### src/rlfp_pkg.sv
package rlfp_pkg;

  // Line buffer size; one byte of it is reserved, so LineBuffer-1 bytes are kept
  localparam int LineBuffer = 128;
  localparam int KeptW      = $clog2(LineBuffer);
  localparam logic [KeptW-1:0] KeepMax = KeptW'(LineBuffer - 1);

  // Fields counted per line, saturating
  localparam logic [2:0] FieldMax   = 3'd5;
  localparam logic [2:0] FieldVal0  = 3'd2;
  localparam logic [2:0] FieldVal1  = 3'd3;
  localparam logic [2:0] FieldVal2  = 3'd4;

  // Magnitude cap: 2^31
  localparam logic [31:0] MagCap    = 32'h8000_0000;
  localparam logic [31:0] PosMax    = 32'h7FFF_FFFF;

  // Character codes
  localparam logic [7:0] ChNul   = 8'h00;
  localparam logic [7:0] ChTab   = 8'h09;
  localparam logic [7:0] ChLf    = 8'h0A;
  localparam logic [7:0] ChVt    = 8'h0B;
  localparam logic [7:0] ChFf    = 8'h0C;
  localparam logic [7:0] ChCr    = 8'h0D;
  localparam logic [7:0] ChSpace = 8'h20;
  localparam logic [7:0] ChPlus  = 8'h2B;
  localparam logic [7:0] ChComma = 8'h2C;
  localparam logic [7:0] ChMinus = 8'h2D;
  localparam logic [7:0] Ch0     = 8'h30;
  localparam logic [7:0] Ch9     = 8'h39;

  typedef enum logic {
    KIND_BYTE    = 1'b0,
    KIND_TIMEOUT = 1'b1
  } kind_t;

  typedef enum logic [1:0] {
    ST_OK  = 2'd0,
    ST_FEW = 2'd1,
    ST_BAD = 2'd2
  } status_t;

  // Token phase: between tokens, in prefix, after sign, in digits
  typedef enum logic [1:0] {
    PH_IDLE   = 2'd0,
    PH_PREFIX = 2'd1,
    PH_SIGN   = 2'd2,
    PH_DIGITS = 2'd3
  } phase_t;

  typedef struct packed {
    kind_t      kind;
    logic [7:0] rx_byte;
  } item_t;

  typedef struct packed {
    logic signed [31:0] third_value;
    logic signed [31:0] second_value;
    logic signed [31:0] first_value;
    status_t            status;
  } result_t;

  // Pipeline control from the parser: item consumed, result loaded
  typedef struct packed {
    logic step;
    logic load;
  } ctl_t;

endpackage

### src/rlfp_in_reg.sv
module rlfp_in_reg (
  input  logic                clk,
  input  logic                rst_n,
  input  logic                in_valid,
  output logic                in_ready,
  input  rlfp_pkg::item_t     in_item,
  input  rlfp_pkg::ctl_t      ctl,
  output logic                item_valid,
  output rlfp_pkg::item_t     item
);
  import rlfp_pkg::*;

  logic  valid_r;
  logic  valid_nxt;
  item_t item_r;

  // Accept when empty or when the held request is consumed this cycle
  assign in_ready = !valid_r || ctl.step;

  always_comb begin
    valid_nxt = valid_r;
    if (in_valid && in_ready) begin
      valid_nxt = 1'b1;
    end else if (ctl.step) begin
      valid_nxt = 1'b0;
    end
  end

  always_ff @(posedge clk) begin
    if (!rst_n) begin
      valid_r <= 1'b0;
    end else begin
      valid_r <= valid_nxt;
    end
  end

  // Hold the payload; no reset needed
  always_ff @(posedge clk) begin
    if (in_valid && in_ready) begin
      item_r <= in_item;
    end
  end

  assign item_valid = valid_r;
  assign item       = item_r;

endmodule

### src/rlfp_parser.sv
module rlfp_parser (
  input  logic                clk,
  input  logic                rst_n,
  input  logic                item_valid,
  input  rlfp_pkg::item_t     item,
  input  logic                out_free,
  output rlfp_pkg::ctl_t      ctl,
  output rlfp_pkg::result_t   result
);
  import rlfp_pkg::*;

  typedef struct packed {
    logic [KeptW-1:0] kept;
    logic [2:0]       field;
    logic             text_ended;
    phase_t           phase;
    logic             neg;
    logic             has_digit;
    logic             bad;
    logic [31:0]      mag;
    logic [31:0]      cap0;
    logic [31:0]      cap1;
    logic [31:0]      cap2;
  } state_t;

  state_t  st_r;
  state_t  st_nxt;
  state_t  work;
  state_t  fin;
  logic    is_end;
  logic    emit;
  logic    step;
  result_t res;

  function automatic logic is_value_field(input logic [2:0] field);
    return (field >= FieldVal0) && (field <= FieldVal2);
  endfunction

  function automatic state_t clear_token(input state_t s);
    state_t t;
    t           = s;
    t.phase     = PH_IDLE;
    t.neg       = 1'b0;
    t.has_digit = 1'b0;
    t.mag       = '0;
    return t;
  endfunction

  // Close the current token: store a value field, count the field
  function automatic state_t finish_token(input state_t s);
    state_t      t;
    logic [31:0] v;
    t = s;
    if (s.phase != PH_IDLE) begin
      if (is_value_field(s.field)) begin
        if (!s.has_digit) begin
          t.bad = 1'b1;
        end else begin
          if (s.neg) begin
            v = 32'd0 - s.mag;
          end else begin
            v = s.mag[31] ? PosMax : s.mag;
          end
          case (s.field)
            FieldVal0: t.cap0 = v;
            FieldVal1: t.cap1 = v;
            FieldVal2: t.cap2 = v;
            default:   t.cap0 = s.cap0;
          endcase
        end
      end
      if (s.field < FieldMax) begin
        t.field = s.field + 3'd1;
      end
      t = clear_token(t);
    end
    return t;
  endfunction

  // Advance the token state for one non-NUL byte
  function automatic state_t parse_char(input state_t s, input logic [7:0] c);
    state_t      t;
    logic [35:0] m;
    t = s;
    m = {1'b0, s.mag, 3'b000} + {3'b000, s.mag, 1'b0} + {28'd0, c - Ch0};
    if (c == ChSpace || c == ChTab || c == ChComma) begin
      t = finish_token(s);
    end else if (!is_value_field(s.field)) begin
      t.phase = PH_PREFIX;
    end else begin
      if (s.phase == PH_IDLE) begin
        t.phase = PH_PREFIX;
      end
      if (c >= Ch0 && c <= Ch9) begin
        t.mag       = (m > {4'd0, MagCap}) ? MagCap : m[31:0];
        t.has_digit = 1'b1;
        t.phase     = PH_DIGITS;
      end else if (t.phase == PH_PREFIX && (c == ChVt || c == ChFf)) begin
        t.phase = PH_PREFIX;
      end else if (t.phase == PH_PREFIX && (c == ChPlus || c == ChMinus)) begin
        t.neg   = (c == ChMinus);
        t.phase = PH_SIGN;
      end else begin
        t.bad   = 1'b1;
        t.phase = PH_DIGITS;
      end
    end
    return t;
  endfunction

  // Next state and result for the held request
  always_comb begin
    work   = st_r;
    fin    = finish_token(st_r);
    emit   = 1'b0;
    res    = '0;
    is_end = (item.kind == KIND_TIMEOUT) || (item.rx_byte == ChCr) ||
             (item.rx_byte == ChLf);
    if (is_end) begin
      if (st_r.kept != '0) begin
        emit = 1'b1;
        if (fin.field < FieldMax) begin
          res.status = ST_FEW;
        end else if (fin.bad) begin
          res.status = ST_BAD;
        end else begin
          res.status       = ST_OK;
          res.first_value  = fin.cap0;
          res.second_value = fin.cap1;
          res.third_value  = fin.cap2;
        end
      end
      work = '0;
    end else if (st_r.kept < KeepMax) begin
      work.kept = st_r.kept + KeptW'(1);
      if (!st_r.text_ended) begin
        if (item.rx_byte == ChNul) begin
          work            = fin;
          work.kept       = st_r.kept + KeptW'(1);
          work.text_ended = 1'b1;
        end else begin
          work      = parse_char(st_r, item.rx_byte);
          work.kept = st_r.kept + KeptW'(1);
        end
      end
    end
  end

  // Consume the request unless its result has nowhere to go
  assign step   = item_valid && (!emit || out_free);
  assign st_nxt = step ? work : st_r;

  assign ctl.step = step;
  assign ctl.load = step && emit;
  assign result   = res;

  always_ff @(posedge clk) begin
    if (!rst_n) begin
      st_r <= '0;
    end else begin
      st_r <= st_nxt;
    end
  end

`ifndef SYNTHESIS
  a_field_sat: assert property (@(posedge clk) disable iff (!rst_n)
    st_r.field <= FieldMax)
    else $error("field count above saturation");

  a_kept_cap: assert property (@(posedge clk) disable iff (!rst_n)
    st_r.kept <= KeepMax)
    else $error("kept byte count above buffer limit");

  a_emit_content: assert property (@(posedge clk) disable iff (!rst_n)
    ctl.load |-> st_r.kept != '0)
    else $error("result from a line without content");

  a_line_clear: assert property (@(posedge clk) disable iff (!rst_n)
    ctl.load |=> (st_r.kept == '0 && st_r.field == '0 && !st_r.bad))
    else $error("line state not cleared after result");

  a_idle_token: assert property (@(posedge clk) disable iff (!rst_n)
    st_r.phase == PH_IDLE |-> (st_r.mag == '0 && !st_r.neg && !st_r.has_digit))
    else $error("token state left over between tokens");
`endif

endmodule

### src/rlfp_out_reg.sv
module rlfp_out_reg (
  input  logic                clk,
  input  logic                rst_n,
  input  rlfp_pkg::ctl_t      ctl,
  input  rlfp_pkg::result_t   result,
  output logic                out_free,
  output logic                out_valid,
  input  logic                out_ready,
  output rlfp_pkg::result_t   out_result
);
  import rlfp_pkg::*;

  logic    valid_r;
  logic    valid_nxt;
  result_t result_r;

  // Slot is free when empty or being drained this cycle
  assign out_free = !valid_r || out_ready;

  always_comb begin
    valid_nxt = valid_r;
    if (ctl.load) begin
      valid_nxt = 1'b1;
    end else if (out_ready) begin
      valid_nxt = 1'b0;
    end
  end

  always_ff @(posedge clk) begin
    if (!rst_n) begin
      valid_r <= 1'b0;
    end else begin
      valid_r <= valid_nxt;
    end
  end

  always_ff @(posedge clk) begin
    if (ctl.load) begin
      result_r <= result;
    end
  end

  assign out_valid  = valid_r;
  assign out_result = result_r;

endmodule

### src/reply_line_field_parser_top.sv
// Channel  Ports               Payload
// in       in_tvalid/in_tready  tdata[7:0] rx_byte; tuser[0] kind
// out      out_tvalid/out_tready tdata: status, first, second, third value
//
// One request per cycle sustained while no line-ending request waits on a full result
// register; every byte is parsed combinationally between the input and result registers.
// A line end is held in the input register, then its result in the result register.
// Synchronous active-low reset clears both valid flags and the line state.
// in_tready drops only when a line-ending request waits on a full result
// register that is not being taken; bytes that do not end a line never wait.
module reply_line_field_parser_top (
  input  logic          clk,
  input  logic          rst_n,
  input  logic          in_tvalid,
  output logic          in_tready,
  input  logic [7:0]    in_tdata,    // [7:0] rx_byte
  input  logic [0:0]    in_tuser,    // [0] kind
  output logic          out_tvalid,
  input  logic          out_tready,
  output logic [103:0]  out_tdata    // [1:0] status, [33:2] first_value,
                                     // [65:34] second_value, [97:66] third_value
);
  import rlfp_pkg::*;

  item_t   in_item;
  item_t   item;
  logic    item_valid;
  ctl_t    ctl;
  result_t result;
  result_t out_result;
  logic    out_free;

  assign in_item.kind    = kind_t'(in_tuser[0]);
  assign in_item.rx_byte = in_tdata;

  rlfp_in_reg u_in_reg (
    .clk        (clk),
    .rst_n      (rst_n),
    .in_valid   (in_tvalid),
    .in_ready   (in_tready),
    .in_item    (in_item),
    .ctl        (ctl),
    .item_valid (item_valid),
    .item       (item)
  );

  rlfp_parser u_parser (
    .clk        (clk),
    .rst_n      (rst_n),
    .item_valid (item_valid),
    .item       (item),
    .out_free   (out_free),
    .ctl        (ctl),
    .result     (result)
  );

  rlfp_out_reg u_out_reg (
    .clk        (clk),
    .rst_n      (rst_n),
    .ctl        (ctl),
    .result     (result),
    .out_free   (out_free),
    .out_valid  (out_tvalid),
    .out_ready  (out_tready),
    .out_result (out_result)
  );

  // Pack result fields, lowest field first, zero fill to whole bytes
  assign out_tdata = {6'd0, out_result};

endmodule
### config.mk
export PLATFORM = sky130hd
export DESIGN_NAME = reply_line_field_parser_top
export DESIGN_NICKNAME = d
export VERILOG_FILES = /design/src/rlfp_pkg.sv /design/src/rlfp_in_reg.sv /design/src/rlfp_parser.sv /design/src/rlfp_out_reg.sv /design/src/reply_line_field_parser_top.sv
export SDC_FILE = /design/constraint.sdc
export NUM_CORES = 1
export LEC_CHECK = 0
export BUFFER_PORTS_ARGS = -buffer_cell sky130_fd_sc_hd__buf_4
export CORE_UTILIZATION = 54
export CTS_CLUSTER_SIZE = 25
export DETAILED_ROUTE_END_ITERATION = 10
export PLACE_DENSITY_LB_ADDON = 0.3
export SLEW_MARGIN = 20
export SYNTH_ARGS = -nofsm -noshare
export SYNTH_HDL_FRONTEND = slang
export SYNTH_SLANG_ARGS = --single-unit
### constraint.sdc
create_clock -name clk -period 7.3 [get_ports clk]
set_clock_uncertainty 0.2 [all_clocks]
set_input_delay 0.365 -clock clk [delete_from_list [all_inputs] [get_ports clk]]
set_output_delay 0.365 -clock clk [all_outputs]
set_load 0.05 [all_outputs]
==> results list <==
- The flow ran to the end, and the final reports show no timing, DRC or antenna violations.
- The worst hold path terminates at u_in_reg.item_valid.
- The repair_antennas step left the layout with diodes totalling 0.
- Number of search-and-repair iterations in the first detailed-routing pass: 5
- Pin count of the biggest net entering global routing: slightly below 100
- Power after layout: roughly 3 mW
* Post-route cell area: 15600 um^2
- Measured along the y axis, the die boundary spans 161 um.
* Synthesized-area fraction occupied by adder cells: 7.23%
* R2r setup slk: 2800 ps
* Area of the multi-input gates: 6950 um^2
* Clock-pin slew on the worst setup and hold paths: 70 ps
- The count of buffers added on input and output ports is 112.
- Number of rows created at floorplan: 57
* Number of failing hold endpoints at the final stage: 0
- The share of synthesized area in the top cell type comes to 23.6%.
- Placeable Area: 24500 um^2
- Routed length per instance: 16.9 um
- The number of gates resized after CTS was 0.
* Hold-critical path depth: 2
- After technology mapping, the gate count stands at 1556.
- Setup repair after global routing missed its margin: no
* Crit share post-route: between 60% and 70%
- Worst-path maximum fanout: 24
* Global-route wire length before repair: approximately 54 mm
- The startpoint identified for the worst hold timing path is rst_n.
- Mapped Area: between 10000 and 15000 um^2
- Number of buffers on the longest clock path: 3
* Slew at the pin closest to its max-slew limit: 1030 ps
- Once layout is complete, the cells apart from fillers number 1973.
- Once layout is complete, the utilization of the core stands at 63.5%.
- Worst Setup SP: u_in_reg.item[4]
* Power per cell area: 191 nW/um^2
- Summing the areas of all compound-gate instances in the mapped netlist gives between 10% and 20% of the synthesized area.
- Maximum cell stage delay along the critical path: 510 ps
- Worst slew margin relative to its limit: 31.4%
- Yosys attributes the largest share of cell area to sky130_fd_sc_hd__edfxtp_1 24%, sky130_fd_sc_hd__dfxtp_1 21%, sky130_fd_sc_hd__nor2_1 6.4%.
* Area share of xor/xnor cells in the synthesized design: under 10%
* Share of cells above drive strength 1: 13.7%
* Synthesized flop and latch total: approximately 250
- Number of global-route vias before repair: 10600
- # placed instances: roughly 1900
* Simple-gate share of the synthesized area: between 10% and 20%
- Across the run, the number of max-cap violations was 0.
- Final-layout fill cell count: 2070
- Clock root buffer: sky130_fd_sc_hd__clkbuf_16
- For this run, the number of Yosys warnings is 0.
- Global routing consumed, on the met3 layer, under 10% of the routing resources.
- Detailed routing inserted a total of roughly 11000 vias.
* Final critical delay including setup and external delays: 4500 ps
- Depth of the worst register-to-register path: 14
- After layout, the worst setup slack is 2800 ps.
- In this run the critical register-to-register path is launched from u_in_reg.item[4].
* Signed area change from the synthesized netlist to the final layout: 14.5%
- CTS built an H-tree with a depth of 1.
* Die Width: 161 um
- The critical path in this run is classified as flop to flop.
- In the final layout, flip-flops and latches occupy just over 6000 um^2.
- The number of max-slew violations in the final report is 0.
- Worst skew pair latency: 540 ps
- Of the synthesized area, sequential elements account for 45.1%.
- Slowest CP cell: sky130_fd_sc_hd__or4b_1
- In this run, CTS created clock tree buffers numbering 26.
* CTS tree: done
- Worst slack on hold paths: between 80 and 90 ps
- Fraction of synthesized area in multiplexers: less than 1%
- After detailed placement, the total cell area comes to 14600 um^2.
- For this design the top-level I/O count stands at around 120.
- Number of flops mapped to enable cells by yosys: 107
- Static Leakage: 5.77 nW
* Number of sinks handled by clock tree synthesis: 253
- Most used standard cell by instance count after synthesis: sky130_fd_sc_hd__nor2_1
* Antenna Violating Nets Remaining: 0
* Final total negative setup slack: 0 ps
- Most numerous cell on the critical path: sky130_fd_sc_hd__ha_1
- Post-synthesis cell type count: 83
- Initial antenna violation count: 0
* Setup slack after placement: 2890 ps
* Combinational family with the most area after synthesis: simple AND/OR/NAND/NOR gates
- DRC violations left: 0
- Walking the worst path, the cells encountered are ha_1, xor2_1, fa_1, inv_1, ha_1, o211ai_1, a21oi_1, o21ai_1, a31oi_1, a41oi_1, xnor2_1, or4b_1, buf_4, o31ai_1.
- The wire-length estimate of the detail-placed layout is 23.4 mm.
- Capture instance of the worst register-to-register path: u_parser.st_r[100]
- The largest total area in the synthesized netlist belongs to sky130_fd_sc_hd__edfxtp_1.
- Initial core utilization: 55.5%
- Met1 Usage GRT: 34.9%
- Total Nets Final: approximately 1700
* Post-synthesis average cell area: 8.75 um^2
- GRT Total Usage: roughly 26%
- Area enclosed by the die boundary: 25800 um^2
- After global routing the overflow that remains totals 0.
- Wires add up to about 33 mm.
- Routability cong.: about 0.91
* GRT Max-Usage Layer: met2
* Share of synthesized flip-flops with an asynchronous set or reset: 0%
- The worst setup path is launched from a flop.
* Worst Path Arrival: 4720 ps
* Crit. End Element: flop
- Setup violations remaining at the end of the flow were counted as 0.
- At the worst endpoint, the required time is 7510 ps.
* Highest ir drop seen on vdd: 155 uV
- Sorting the synthesized cells by how often they occur yields 232 x sky130_fd_sc_hd__nor2_1, 208 x sky130_fd_sc_hd__nand2_1, 146 x sky130_fd_sc_hd__dfxtp_1.
- Ys flop type: sky130_fd_sc_hd__dfxtp_1
- DR vias/cell: 5.77
- GR met2 Demand/Resource: around 43%
- Based on the critical path, the design can be clocked at up to roughly 220 MHz.
- The first routing iteration left 977 violations.
* Type of the most critical hold path: input pin to flop
[critical path, delay by kind of cell (launching register included)]
kind	cells	cell delay, ps
compound gates	6	1410
fa+ha+maj	3	1110
simple gates	1	510
flops	1	450
xor+xnor	2	340
buf+inv	2	310
[flip-flops by register name (all words and copies together) (netlist names)]
signal                flops
u_out_reg.out_result     98
u_parser.st_r           144
u_in_reg.item             9
u_in_reg.item_valid       1
u_out_reg.out_valid       1
[area by class of cell]
cell class | count | area share [%]
clock buffer | 36 | 4.68
clock inverter | 12 | 1.10
multi-input combinational | 1174 | 44.6
sequential | 253 | 39.4
timing repair buffer | 135 | 6.68
inverter | 39 | 0.940
tap | 324 | 2.60
[per-layer routing]
metal | up-vias | routed length [um]
met1 | 5347 | 14900
met5 | - | 0
met3 | 47 | 2100
met2 | 371 | 15500
li1 | 5625 | -
met4 | 0 | 873
[layout by cell type (no fill, tap or decap), types with 14 or more instances in the layout]
cell type,instances
sky130_fd_sc_hd__dfxtp_1,146
sky130_fd_sc_hd__clkbuf_16,27
sky130_fd_sc_hd__and2_1,25
sky130_fd_sc_hd__ha_1,69
sky130_fd_sc_hd__inv_1,38
sky130_fd_sc_hd__buf_4,124
sky130_fd_sc_hd__nand2_1,203
sky130_fd_sc_hd__o22ai_1,31
sky130_fd_sc_hd__o31ai_2,20
sky130_fd_sc_hd__nand3_1,23
sky130_fd_sc_hd__nor3_1,30
sky130_fd_sc_hd__edfxtp_1,107
sky130_fd_sc_hd__xnor2_1,32
sky130_fd_sc_hd__o21ai_0,131
sky130_fd_sc_hd__nand4_1,14
sky130_fd_sc_hd__xor2_1,26
sky130_fd_sc_hd__nor2_1,231
sky130_fd_sc_hd__a21oi_1,135
[how the worst max path moves through the flow]
stage | slack [ps] | to | depth (start not counted)
3_3_place_gp | 3070 | u_parser.st_r[101] | 14
6_report | 2800 | u_parser.st_r[100] | 14
5_1_grt | 2450 | u_parser.st_r[100] | 14
3_5_place_dp | 2890 | u_parser.st_r[100] | 14
4_1_cts | 2830 | u_parser.st_r[100] | 14
2_1_floorplan | 1180 | u_out_reg.out_result[0] | 6
[power breakdown]
| part | internal, mW | switching (mW) | total (mW) |
|---|---|---|---|
| logic | 0.0322 | 0.0723 | 0.105 |
| registers | 1.47 | 0.00886 | 1.48 |
| clock network | 0.841 | 0.545 | 1.39 |
| total | 2.35 | 0.626 | 2.97 |
[logic make-up after synthesis]
group,count (synthesis)
AOI/OAI and AO/OA,423
other,1
and+or+nand+nor,607
muxes,4
buffers and inverters,134
xor gates and xnor gates,59
adders and majority gates,75
DFF,253
[what timing repair did]
| action | CTS | global route |
|---|---|---|
| setup buffers | 0 | 0 |
| hold endpoints to repair | 11 | 0 |
| hold buffers | 11 | 0 |
Note: power is estimated with default switching activity, not from simulation.
